<file path="src/hdl/assert_macros.svh">
`ifndef ASSERT_MACROS_SVH
`define ASSERT_MACROS_SVH

// consequent checked in the cycle after the antecedent
`define ASSERT_NEXT(lbl, ante, cons, msg) \
    lbl: assert property (@(posedge i_clk) disable iff (!i_rst_n) (ante) |=> (cons)) \
        else $error(msg);

// consequent checked in the same cycle as the antecedent
`define ASSERT_SAME(lbl, ante, cons, msg) \
    lbl: assert property (@(posedge i_clk) disable iff (!i_rst_n) (ante) |-> (cons)) \
        else $error(msg);

`endif

</file>
<file path="src/hdl/itp_pkg.sv">
`default_nettype none

package itp_pkg;

    localparam int IPC_STACK_DEPTH = 32;

    // request kinds
    localparam logic [2:0] REQ_NUM    = 3'd0;
    localparam logic [2:0] REQ_LPAREN = 3'd1;
    localparam logic [2:0] REQ_RPAREN = 3'd2;
    localparam logic [2:0] REQ_OP     = 3'd3;
    localparam logic [2:0] REQ_END    = 3'd4;

    // operator codes, left paren shares the stack encoding
    localparam logic [2:0] OP_MUL      = 3'd0;
    localparam logic [2:0] OP_DIV      = 3'd1;
    localparam logic [2:0] OP_MOD      = 3'd2;
    localparam logic [2:0] OP_ADD      = 3'd3;
    localparam logic [2:0] OP_SUB      = 3'd4;
    localparam logic [2:0] LPAREN_MARK = 3'd5;

    typedef enum logic [1:0] {
        KIND_NUM    = 2'd0,
        KIND_OP     = 2'd1,
        KIND_STATUS = 2'd2
    } t_out_kind;

    typedef enum logic [1:0] {
        ERR_OK        = 2'd0,
        ERR_OVERFLOW  = 2'd1,
        ERR_UNMATCHED = 2'd2
    } t_err;

    typedef enum logic [2:0] {
        ST_IDLE,
        ST_DISP,
        ST_RD,
        ST_EVAL,
        ST_PUSH,
        ST_FINISH
    } t_state;

    typedef struct packed {
        logic load;
        logic pop;
        logic emit;
        logic push;
        logic finish;
        logic err_wr;
        t_err err_val;
    } t_cmd;

    typedef struct packed {
        logic [2:0] kind;
        logic       op_ok;
        logic       level_zero;
        logic       level_one;
        logic       full;
        logic       top_is_lp;
        logic       top_lower;
        logic       out_free;
        logic       pend_valid;
    } t_stat;

    // multiplicative group has the higher precedence
    function automatic logic is_mul(input logic [2:0] code);
        return code <= OP_MOD;
    endfunction

endpackage

`default_nettype wire

</file>
<file path="src/hdl/itp_ctrl.sv">
`default_nettype none

module itp_ctrl
    import itp_pkg::*;
(
    input  wire logic  i_clk,
    input  wire logic  i_rst_n,
    input  wire logic  i_valid,
    output logic       o_stall,
    input  wire t_stat stat,
    output t_cmd       cmd
);

`include "assert_macros.svh"

    t_state r_state;
    t_state n_state;
    logic   emit_ok;

    assign emit_ok = !stat.pend_valid || stat.out_free;
    assign o_stall = (r_state != ST_IDLE);

    always_ff @(posedge i_clk) begin
        if (!i_rst_n) begin
            r_state <= ST_IDLE;
        end else begin
            r_state <= n_state;
        end
    end

    // next state
    always_comb begin
        n_state = r_state;
        case (r_state)
            ST_IDLE: begin
                if (i_valid) n_state = ST_DISP;
            end
            ST_DISP: begin
                case (stat.kind)
                    REQ_NUM:    n_state = ST_FINISH;
                    REQ_LPAREN: n_state = ST_PUSH;
                    REQ_RPAREN: n_state = stat.level_zero ? ST_FINISH : ST_RD;
                    REQ_OP: begin
                        if (!stat.op_ok)          n_state = ST_FINISH;
                        else if (stat.level_zero) n_state = ST_PUSH;
                        else                      n_state = ST_RD;
                    end
                    REQ_END:    n_state = stat.level_zero ? ST_FINISH : ST_RD;
                    default:    n_state = ST_FINISH;
                endcase
            end
            ST_RD: n_state = ST_EVAL;
            ST_EVAL: begin
                case (stat.kind)
                    REQ_RPAREN: begin
                        if (stat.top_is_lp) n_state = ST_FINISH;
                        else if (emit_ok)   n_state = stat.level_one ? ST_FINISH : ST_RD;
                    end
                    REQ_OP: begin
                        if (stat.top_is_lp || stat.top_lower) n_state = ST_PUSH;
                        else if (emit_ok) n_state = stat.level_one ? ST_PUSH : ST_RD;
                    end
                    REQ_END: begin
                        if (stat.top_is_lp || emit_ok) begin
                            n_state = stat.level_one ? ST_FINISH : ST_RD;
                        end
                    end
                    default: n_state = ST_FINISH;
                endcase
            end
            ST_PUSH: n_state = ST_FINISH;
            ST_FINISH: begin
                if (stat.out_free) n_state = ST_IDLE;
            end
            default: n_state = ST_IDLE;
        endcase
    end

    // commands
    always_comb begin
        cmd = '0;
        cmd.err_val = ERR_OK;
        case (r_state)
            ST_IDLE: cmd.load = i_valid;
            ST_DISP: begin
                if (stat.kind == REQ_RPAREN && stat.level_zero) begin
                    cmd.err_wr  = 1'b1;
                    cmd.err_val = ERR_UNMATCHED;
                end
            end
            ST_EVAL: begin
                case (stat.kind)
                    REQ_RPAREN: begin
                        if (stat.top_is_lp) begin
                            cmd.pop = 1'b1;
                        end else if (emit_ok) begin
                            cmd.pop  = 1'b1;
                            cmd.emit = 1'b1;
                            if (stat.level_one) begin
                                cmd.err_wr  = 1'b1;
                                cmd.err_val = ERR_UNMATCHED;
                            end
                        end
                    end
                    REQ_OP: begin
                        if (!(stat.top_is_lp || stat.top_lower) && emit_ok) begin
                            cmd.pop  = 1'b1;
                            cmd.emit = 1'b1;
                        end
                    end
                    REQ_END: begin
                        if (stat.top_is_lp) begin
                            cmd.pop = 1'b1;
                        end else if (emit_ok) begin
                            cmd.pop  = 1'b1;
                            cmd.emit = 1'b1;
                        end
                    end
                    default: ;
                endcase
            end
            ST_PUSH: begin
                if (stat.full) begin
                    cmd.err_wr  = 1'b1;
                    cmd.err_val = ERR_OVERFLOW;
                end else begin
                    cmd.push = 1'b1;
                end
            end
            ST_FINISH: cmd.finish = stat.out_free;
            default: ;
        endcase
    end

    `ASSERT_SAME(a_emit_room, cmd.emit, !stat.pend_valid || stat.out_free, "emit without room")
    `ASSERT_SAME(a_push_room, cmd.push, !stat.full, "push onto a full stack")
    `ASSERT_NEXT(a_finish_idle, cmd.finish, r_state == ST_IDLE, "finish did not end the item")

endmodule

`default_nettype wire

</file>
<file path="src/hdl/itp_dp.sv">
`default_nettype none

module itp_dp
    import itp_pkg::*;
#(
    parameter int STACK_DEPTH = IPC_STACK_DEPTH
) (
    input  wire logic        i_clk,
    input  wire logic        i_rst_n,
    input  wire logic [2:0]  i_req_type,
    input  wire logic [31:0] i_number_value,
    input  wire logic [2:0]  i_op_code,
    input  wire logic        i_stall,
    input  wire t_cmd        cmd,
    output t_stat            stat,
    output logic             o_valid,
    output logic [1:0]       o_out_kind,
    output logic [31:0]      o_out_value,
    output logic [2:0]       o_out_op,
    output logic             o_last,
    output logic [1:0]       o_error_code
);

`include "assert_macros.svh"

    localparam int AW = (STACK_DEPTH > 1) ? $clog2(STACK_DEPTH) : 1;
    localparam int LW = $clog2(STACK_DEPTH + 1);

    logic [2:0]    mem [STACK_DEPTH];
    logic [2:0]    r_rd_data;
    logic [LW-1:0] r_level;

    logic [2:0]    r_kind;
    logic [2:0]    r_op;
    t_err          r_err;

    logic          r_pend_valid;
    t_out_kind     r_pend_kind;
    logic [31:0]   r_pend_value;
    logic [2:0]    r_pend_op;

    logic          r_out_valid;
    t_out_kind     r_out_kind;
    logic [31:0]   r_out_value;
    logic [2:0]    r_out_op;
    logic          r_out_last;
    t_err          r_out_err;

    logic [AW-1:0] rd_addr;
    logic [AW-1:0] wr_addr;
    logic [2:0]    push_code;
    logic          out_free;

    assign rd_addr   = AW'(r_level - LW'(1));
    assign wr_addr   = r_level[AW-1:0];
    assign push_code = (r_kind == REQ_LPAREN) ? LPAREN_MARK : r_op;
    assign out_free  = !r_out_valid || !i_stall;

    // stack memory, registered read of the entry below the level
    always_ff @(posedge i_clk) begin
        if (cmd.push) begin
            mem[wr_addr] <= push_code;
        end
        r_rd_data <= mem[rd_addr];
    end

    always_ff @(posedge i_clk) begin
        if (cmd.load) begin
            r_kind <= i_req_type;
            r_op   <= i_op_code;
        end
    end

    always_ff @(posedge i_clk) begin
        if (!i_rst_n) begin
            r_level <= '0;
            r_err   <= ERR_OK;
        end else begin
            if (cmd.push) begin
                r_level <= r_level + LW'(1);
            end else if (cmd.pop) begin
                r_level <= r_level - LW'(1);
            end
            if (cmd.load) begin
                r_err <= ERR_OK;
            end else if (cmd.err_wr) begin
                r_err <= cmd.err_val;
            end
        end
    end

    // one token held back so the final one can carry last and the error
    always_ff @(posedge i_clk) begin
        if (!i_rst_n) begin
            r_pend_valid <= 1'b0;
        end else if (cmd.load) begin
            r_pend_valid <= (i_req_type == REQ_NUM);
            r_pend_kind  <= KIND_NUM;
            r_pend_value <= i_number_value;
            r_pend_op    <= '0;
        end else if (cmd.emit) begin
            r_pend_valid <= 1'b1;
            r_pend_kind  <= KIND_OP;
            r_pend_value <= '0;
            r_pend_op    <= r_rd_data;
        end else if (cmd.finish) begin
            r_pend_valid <= 1'b0;
        end
    end

    always_ff @(posedge i_clk) begin
        if (!i_rst_n) begin
            r_out_valid <= 1'b0;
        end else if (cmd.emit && r_pend_valid) begin
            r_out_valid <= 1'b1;
            r_out_kind  <= r_pend_kind;
            r_out_value <= r_pend_value;
            r_out_op    <= r_pend_op;
            r_out_last  <= 1'b0;
            r_out_err   <= ERR_OK;
        end else if (cmd.finish) begin
            r_out_valid <= 1'b1;
            r_out_kind  <= r_pend_valid ? r_pend_kind : KIND_STATUS;
            r_out_value <= r_pend_valid ? r_pend_value : 32'd0;
            r_out_op    <= r_pend_valid ? r_pend_op : 3'd0;
            r_out_last  <= 1'b1;
            r_out_err   <= r_err;
        end else if (!i_stall) begin
            r_out_valid <= 1'b0;
        end
    end

    always_comb begin
        stat.kind       = r_kind;
        stat.op_ok      = (r_op <= OP_SUB);
        stat.level_zero = (r_level == '0);
        stat.level_one  = (r_level == LW'(1));
        stat.full       = (r_level >= LW'(STACK_DEPTH));
        stat.top_is_lp  = (r_rd_data == LPAREN_MARK);
        stat.top_lower  = !is_mul(r_rd_data) && is_mul(r_op);
        stat.out_free   = out_free;
        stat.pend_valid = r_pend_valid;
    end

    assign o_valid      = r_out_valid;
    assign o_out_kind   = r_out_kind;
    assign o_out_value  = r_out_value;
    assign o_out_op     = r_out_op;
    assign o_last       = r_out_last;
    assign o_error_code = r_out_err;

    `ASSERT_NEXT(a_pop_dec, cmd.pop, r_level == $past(r_level) - LW'(1), "pop lost the level")
    `ASSERT_NEXT(a_level_hold, !cmd.push && !cmd.pop, $stable(r_level), "level moved on its own")
    `ASSERT_NEXT(a_finish_last, cmd.finish, r_out_valid && r_out_last, "final token not marked")

endmodule

`default_nettype wire

</file>
<file path="src/hdl/infix_to_postfix_converter_unit.sv">
`default_nettype none

// Infix to postfix converter (shunting yard). Each input item is one infix
// token: a number, a left or right parenthesis, an operator (multiply,
// divide, modulo, add, subtract) or end of expression. Numbers pass straight
// through; operators wait on an operator stack of STACK_DEPTH entries and are
// emitted by precedence, multiplicative above additive, left associative.
// Every item yields at least one output item and the final one has o_last
// set; an item that produces no token yields a single status-only item.
// o_error_code on that final item reports a stack overflow (the token is not
// pushed) or an unmatched right parenthesis (the stack is emptied). A left
// parenthesis still open at end of expression is dropped silently. The block
// handles one item at a time: it accepts the item, dispatches on its kind,
// then, for every stack entry that is examined, reads the stack through its
// registered read port and examines the top, whether the entry is popped or
// is the entry that stops the pop loop. A push, or a push refused by a full
// stack, takes its own push step, and a final step sends the last output
// item. The output register and one held-back token decouple the two sides.
// An emit waits only while both of them are occupied and the downstream
// stalls. The last output item of an item waits until the output register
// is free.

module infix_to_postfix_converter_unit
    import itp_pkg::*;
#(
    parameter int STACK_DEPTH = IPC_STACK_DEPTH
) (
    input  wire logic        i_clk,
    input  wire logic        i_rst_n,
    // input channel
    input  wire logic        i_valid,
    output logic             o_stall,
    input  wire logic [2:0]  i_req_type,
    input  wire logic [31:0] i_number_value,
    input  wire logic [2:0]  i_op_code,
    // output channel
    output logic             o_valid,
    input  wire logic        i_stall,
    output logic [1:0]       o_out_kind,
    output logic [31:0]      o_out_value,
    output logic [2:0]       o_out_op,
    output logic             o_last,
    output logic [1:0]       o_error_code
);

    // commands from the sequencer, status back from the stack datapath
    t_cmd  cmd;
    t_stat stat;

    // sequencer: dispatch, pop loop, push and final output
    itp_ctrl u_ctrl (
        .i_clk   (i_clk),
        .i_rst_n (i_rst_n),
        .i_valid (i_valid),
        .o_stall (o_stall),
        .stat    (stat),
        .cmd     (cmd)
    );

    // operator stack, held-back token and output register
    itp_dp #(
        .STACK_DEPTH (STACK_DEPTH)
    ) u_dp (
        .i_clk          (i_clk),
        .i_rst_n        (i_rst_n),
        .i_req_type     (i_req_type),
        .i_number_value (i_number_value),
        .i_op_code      (i_op_code),
        .i_stall        (i_stall),
        .cmd            (cmd),
        .stat           (stat),
        .o_valid        (o_valid),
        .o_out_kind     (o_out_kind),
        .o_out_value    (o_out_value),
        .o_out_op       (o_out_op),
        .o_last         (o_last),
        .o_error_code   (o_error_code)
    );

endmodule

`default_nettype wire
</file>
<file path="config.mk">
export PLATFORM = sky130hd
export DESIGN_NAME = infix_to_postfix_converter_unit
export DESIGN_NICKNAME = d
export VERILOG_FILES = /design/src/hdl/itp_pkg.sv /design/src/hdl/itp_ctrl.sv /design/src/hdl/itp_dp.sv /design/src/hdl/infix_to_postfix_converter_unit.sv
export VERILOG_INCLUDE_DIRS = /design/src /design/src/hdl
export SDC_FILE = /design/constraint.sdc
export NUM_CORES = 1
export LEC_CHECK = 0
export BUFFER_PORTS_ARGS = -buffer_cell sky130_fd_sc_hd__buf_2
export CAP_MARGIN = 20
export CORE_MARGIN = 8
export CORE_UTILIZATION = 61
export DETAILED_ROUTE_END_ITERATION = 8
export PLACE_DENSITY = 0.82
export SYNTH_ARGS = -nofsm -noshare
export SYNTH_HDL_FRONTEND = slang
export SYNTH_SLANG_ARGS = --single-unit
</file>
<file path="constraint.sdc">
create_clock -name i_clk -period 8.51 [get_ports i_clk]
set_clock_uncertainty 0.15 [all_clocks]
set_input_delay 0.851 -clock i_clk [delete_from_list [all_inputs] [get_ports i_clk]]
set_output_delay 0.851 -clock i_clk [all_outputs]
set_load 0.005 [all_outputs]
</file>
# == Word-level counts from Yosys, hierarchy flattened ==
# Memories as Yosys holds them, arrays and structs flattened. A register that Yosys moved wholly into a read port is not among the register bits.
# Cells that the tools add are included.
# classes
n_addsub,2
n_reduce_logical,26
magnitude_cmp,4
eq_ne,17
bitwise_logic,1
muxes,58
# op_table
cell,count
32-bit 2-to-1 mux,5
3-bit 2-to-1 mux,23
3-bit case mux with 3 select lines,3
3-bit case mux with 6 select lines,1
1-bit 2-to-1 mux,17
3-bit by 2-bit equality test with 1-bit output (second input constant),4
3-bit equality test (second input constant),4
2-bit 2-to-1 mux,6
6-bit 2-to-1 mux,2
4-bit by 2-bit inequality test with 1-bit output (second input constant),2
6-bit by 1-bit adder with 6-bit output (second input constant),1
3-bit by 1-bit equality test with 1-bit output (second input constant),2
6-bit by 1-bit equality test with 1-bit output (second input constant),1
6-bit greater-or-equal comparator (second input constant),1
3-bit by 2-bit <= comparator with 1-bit output (second input constant),2
3-bit zero test,2
6-bit zero test,1
2-bit nonzero test,3
3-bit nonzero test,2
6-bit by 1-bit subtractor with 6-bit output (second input constant),1
1-bit zero test,5
5-bit AND reduction,1
1-bit logical AND,4
1-bit logical OR,4
other kinds (9),11
# totals
inputBits,42
word_cells,125
ram_bits,96
register_bits,95
mem_count,1
# memory_table
memory,depth,word_bits,read_ports,rd_ports_with_merged_regs,wr,line,rtl
u_dp.mem,32,3,1,1,1,itp_dp.sv:29,logic [2:0] mem [STACK_DEPTH];

# == Logic depth before layout (Yosys ltp) ==
# depth
word_depth,12
depth_mapped,10

# == Cells and area by module ==
# A second synthesis with hierarchy kept.
# unflattened
cells_unflattened,524
area_unflattened_um2,8142.8
# by_module_without_submodules
mod,seq_area_each_um2,cells_per_inst,area_per_inst_um2,instances
itp_dp,5605.4,457,7673.6,1
itp_ctrl,60.1,67,469.2,1

# == Least setup slack after synthesis ==
# Ideal clock, no wire load.
# synth_path
path_type,input -> register
startpoint,input i_rst_n
endpoint,"register u_dp.r_out_err[0], in the netlist u_dp.o_error_code[0], enable pin"
slack_ps,4527
n_path_buf,1
required_ps,7909
t_arrival_ps,3383
setup_ps,451
cell_stages,3
path_cell_list,buf_1 clkinv_1 a21oi_1
# synth_between
elab_chain_len,1
# synth_lines
element,line,rtl
"start, declared",infix_to_postfix_converter_unit.sv:29,"input wire logic i_rst_n,"
2-bit AND reduction (no line),--,
"end signal, assigned",itp_dp.sv:127,r_out_err <= r_err;
"end, declared",itp_dp.sv:47,t_err r_out_err;
# Every way passes these cells.
# A chain may end at the register's enable or synchronous reset.

# == Final worst setup path ==
# layout_path
startpoint,register u_dp.r_level[0]
endpoint,"register u_dp.r_rd_data[2], read port of u_dp.mem"
# layout_between
elab_chain_len,1
# layout_lines
element,line,rtl
"start, declared",itp_dp.sv:31,logic [LW-1:0] r_level;
"start signal, assigned",itp_dp.sv:80,r_level <= r_level + LW'(1);
"start signal, assigned",itp_dp.sv:82,r_level <= r_level - LW'(1);
6-bit by 1-bit subtractor with 6-bit output,--,
"end, declared",itp_dp.sv:30,logic [2:0] r_rd_data;
# Every way passes these cells.

==> results by stage <==
STA:
- The number of max-slew violations in the final report came to 0.
- The ratio of final minimum period to clock period is 0.372.
- The count of endpoints failing hold in the final timing report is 0.
- Setup repair after global routing left no endpoint under its margin.
- For this run, the top clock speed supported by timing is 0.316 GHz.
- Measured against its own limit, the worst slew margin works out to 0.295.
- For the pin with the worst max-slew slack, the measured transition is approximately 1.1 ns.
- The worst path in the final design needs a cycle of 3.17 ns, including I/O delays and setup.
- The total setup violations reported at the end of the flow is 0.
- In the final timing run, aggregate negative setup slack is 0 ns.

Power and ir drop:
- Summed over all cells, the static leakage comes to ~3.4 nW.
- The total power per unit cell area is between 200 and 250 nW/µm².
- The worst-case IR drop observed on VDD is around 0.18 mV.
- Total power for the finished layout comes to between 2 and 2.5 mW.

Worst setup path:
- The worst-case register-to-register setup slack is 5.34 ns.
- The required time of the critical path is roughly 8.7 ns.
- The arrival time reported for the critical path endpoint is approximately 3.3 ns.
- The startpoint identified for the worst register-to-register timing path is u_dp.r_level[0].
- The worst setup path is launched from a register.
- Counting cells, the worst reg-to-reg path comes to 7.
- In this run the critical register-to-register path is captured at u_dp.r_rd_data[2].
- The worst setup path is captured at a register.
- The first element of the critical path is u_dp.r_level[0].
- The largest fanout on the critical path is 34.
- The setup path with the least slack is of type reg -> reg.

Finish:
- The repair_antennas step left the layout with diodes totalling 0.
- The ratio of cells with drive above 1 in the final layout is 0.253.
- The top cell types in the final layout, fill and taps aside, are edfxtp_1, buf_2, nor2_1.
- The most frequent standard cell in the layout excluding fill and tap cells is edfxtp_1.
- Fill cells in the final layout number roughly 830.
- The total non-filler cell area in the finished layout is 9420 µm².
- The combined flip-flop and latch cell area is 5670 µm².
- Relative to the synthesized area, the layout overhead comes to 14.3%.
- The multi-input combinational cells in the finished layout cover a total of roughly 2400 µm².
- The final layout contains 670 nets.

Floorplan:
- The die covers 17,500 µm².
- The core outline area is about 13,000 µm².
- In this run the core area contains 42 standard-cell rows.
- In this run the count of I/O pins placed on the die edge is 84.
- The die boundary width is around 130 µm.
- Measured along the y axis, the die boundary spans about 130 µm.
- The initial utilization of the core area, before any placement, comes to 0.622.

GRT:
- For this run the aggregate overflow at the end of global routing stands at 0.
- Entering global routing, the biggest net connects 42 pins.
- The overall global routing resource usage is 0.194.
- The via count of the first global-routing pass is 4,853.
- The first global-routing pass estimated about 26 mm of wire.
- The number of antenna violations at the first check in global routing is 0.

Yosys:
- After synthesis, the netlist uses 60 different library cells.
- Counting flops and latches in the post-synthesis netlist gives between 150 and 200.
- Each instance of the synthesized netlist takes up on average around 15 µm².
- The fraction of post-synthesis cell area in the top cell type by area is 0.648.
- The sequential area share after synthesis is 0.687.
- The most instantiated flip-flop cell in the synthesis netlist is edfxtp_1.
- The leading area contributor after synthesis is edfxtp_1.
- Summing every instance area after synthesis gives approximately 8200 µm².
- Synthesis produced approximately 540 cells.
- After synthesis, the cell types taking the most area are edfxtp_1, dfxtp_1, mux4_1.
- The post-synthesis net count is 591.
- The total number of yosys warnings is 0.
- The number of synthesized flops with an enable pin is between 150 and 200.
- The share of async-settable or async-resettable flops after synthesis is 0.

Min path:
- The startpoint of the tightest hold check path is u_dp.r_err[1].
- The end point of the worst hold path is u_dp.r_err[1].
- Counting instances, the worst hold path has a depth of 2.
- The min-delay analysis places its worst path in the category reg -> reg.

Placement:
- The estimated wirelength of the detail-placed design is about 11 mm.
- The number of buffers added on ports is 83.
- The routability congestion estimate is 0.930.
- The placed cell area is 8780 µm².

CTS:
- The maximum root-to-sink buffer count is 2.
- TritonCTS built the clock tree.
- For this design, the sink count on the clock tree is 194.
- The clock tree root buffer cell is clkbuf_16.
- The number of post-CTS setup repair buffers is 0.
- Buffers inserted to repair hold after CTS numbered 0.
- The clock transition time at the flip-flop clock pins of the worst setup and hold paths is approximately 0.07 ns.
- Clock latency on the worst-skew pair, taken at its later pin, is roughly 0.44 ns.
- The CTS H-tree depth is 4.
- Clock tree synthesis inserted a total of 17 buffers.
- The count of cells resized by post-cts repair is 0.

Route:
- For this block, the via count after detailed routing is 4,861.
- After detailed routing, the number of remaining DRC violations is 0.
- The count of nets left with antenna violations once routing finished came out at 0.
- The routed design has ~17 mm of wire.
- The first detailed-routing pass took 5 iterations.
- After detailed routing, the average wire length per cell comes to between 20 and 25 µm.
- After detailed routing, the number of vias per cell comes to around 6.0.
- The number of DRC violations after detailed-routing iteration 0 is roughly 450.

Outcome:
- The run finished with clean final reports.

Flow run:
- The total of max-cap violations is 0.
## power by group
| part | switching [mW] | leakage (nW) | internal, mW | total [mW] |
|---|---|---|---|---|
| Combinational | 0.151 | 1.33 | 0.109 | 0.260 |
| Sequential | 0.0260 | 1.77 | 1.10 | 1.12 |
| Clock | 0.376 | 0.300 | 0.424 | 0.800 |
## logic make-up after synthesis
group | after synthesis | synth area share
AND/OR/NAND/NOR | 202 | 0.134
flip-flops | 194 | 0.687
AO/OA/AOI/OAI | 62 | 0.0518
multiplexers | 41 | 0.0927
buffers and inverters | 38 | 0.0240
adder cells (fa/ha/maj) | 5 | 0.00759
XOR/XNOR | 2 | 0.00213
## worst max-delay path by stage
stage,endpoint,slack (ns),cells after the start
floorplan,u_dp.o_error_code[0],4.53,3
global placement,u_dp.r_rd_data[2],5.41,7
detailed placement,u_dp.r_rd_data[0],5.32,7
CTS,u_dp.r_rd_data[0],5.31,7
global route,u_dp.r_rd_data[2],5.11,7
finish,u_dp.r_rd_data[2],5.34,7
## metrics by stage
step / util / setup slack (ns) / std cells / hold slack, ns
finish: 0.711 / 5.34 / 812 / 0.312
global route: 0.711 / 5.11 / 812 / 0.343
CTS: 0.709 / 5.31 / 811 / 0.308
detailed placement: 0.663 / 5.32 / 779 / 0.300
global placement: 0.661 / 5.41 / 777 / 0.292
floorplan: - / 4.53 / 544 / 0.280
## sequential cells by signal, indices dropped and copies added (netlist names)
name / cells
u_dp.o_error_code: 2
u_dp.mem: 96
u_dp.o_valid: 1
u_dp.r_level: 6
u_dp.r_kind: 3
u_dp.r_pend_kind: 1
u_dp.o_out_value: 32
u_ctrl.r_state: 3
u_dp.r_err: 2
u_dp.r_pend_op: 3
u_dp.r_pend_valid: 1
u_dp.r_pend_value: 32
u_dp.o_last: 1
u_dp.o_out_kind: 2
u_dp.r_rd_data: 3
u_dp.o_out_op: 3
u_dp.r_op: 3
## cell usage after synthesis (7+ instances only)
cell type / number
mux4_1: 12
dfxtp_1: 16
mux2i_1: 10
mux2_2: 7
edfxtp_1: 178
buf_2: 7
a21oi_1: 19
and2_1: 42
nand3_1: 10
mux4_2: 12
nor2_1: 50
nand2_1: 26
and3_1: 34
clkbuf_1: 15
## layout make-up
type                    instances  share of cell area
clock buffers                  17              0.0452
multi-input cells             312               0.254
inverters                       8             0.00319
well taps                     176              0.0234
clock inverters                15              0.0195
repair buffers                 90              0.0531
flip-flops and latches        194               0.601
## layer usage
metal | part of all wire | wire length [µm] | GRT usage
met1 | 0.40 | 6720 | 0.233
met2 | 0.50 | 8350 | 0.327
met3 | 0.073 | 1220 | 0.0534
met4 | 0.019 | 316 | 0.0770
met5 | 0 | 0 | 0
## worst max-delay path, stage by stage (launching register included)
cell and delay [ns]:
dfxtp_1 0.31, buf_4 0.43, inv_1 0.20, ha_1 1.04, mux4_2 0.44, mux2_2 0.28
o22ai_1 0.13, nor2_1 0.07
Note: power is estimated with default switching activity, not from simulation.
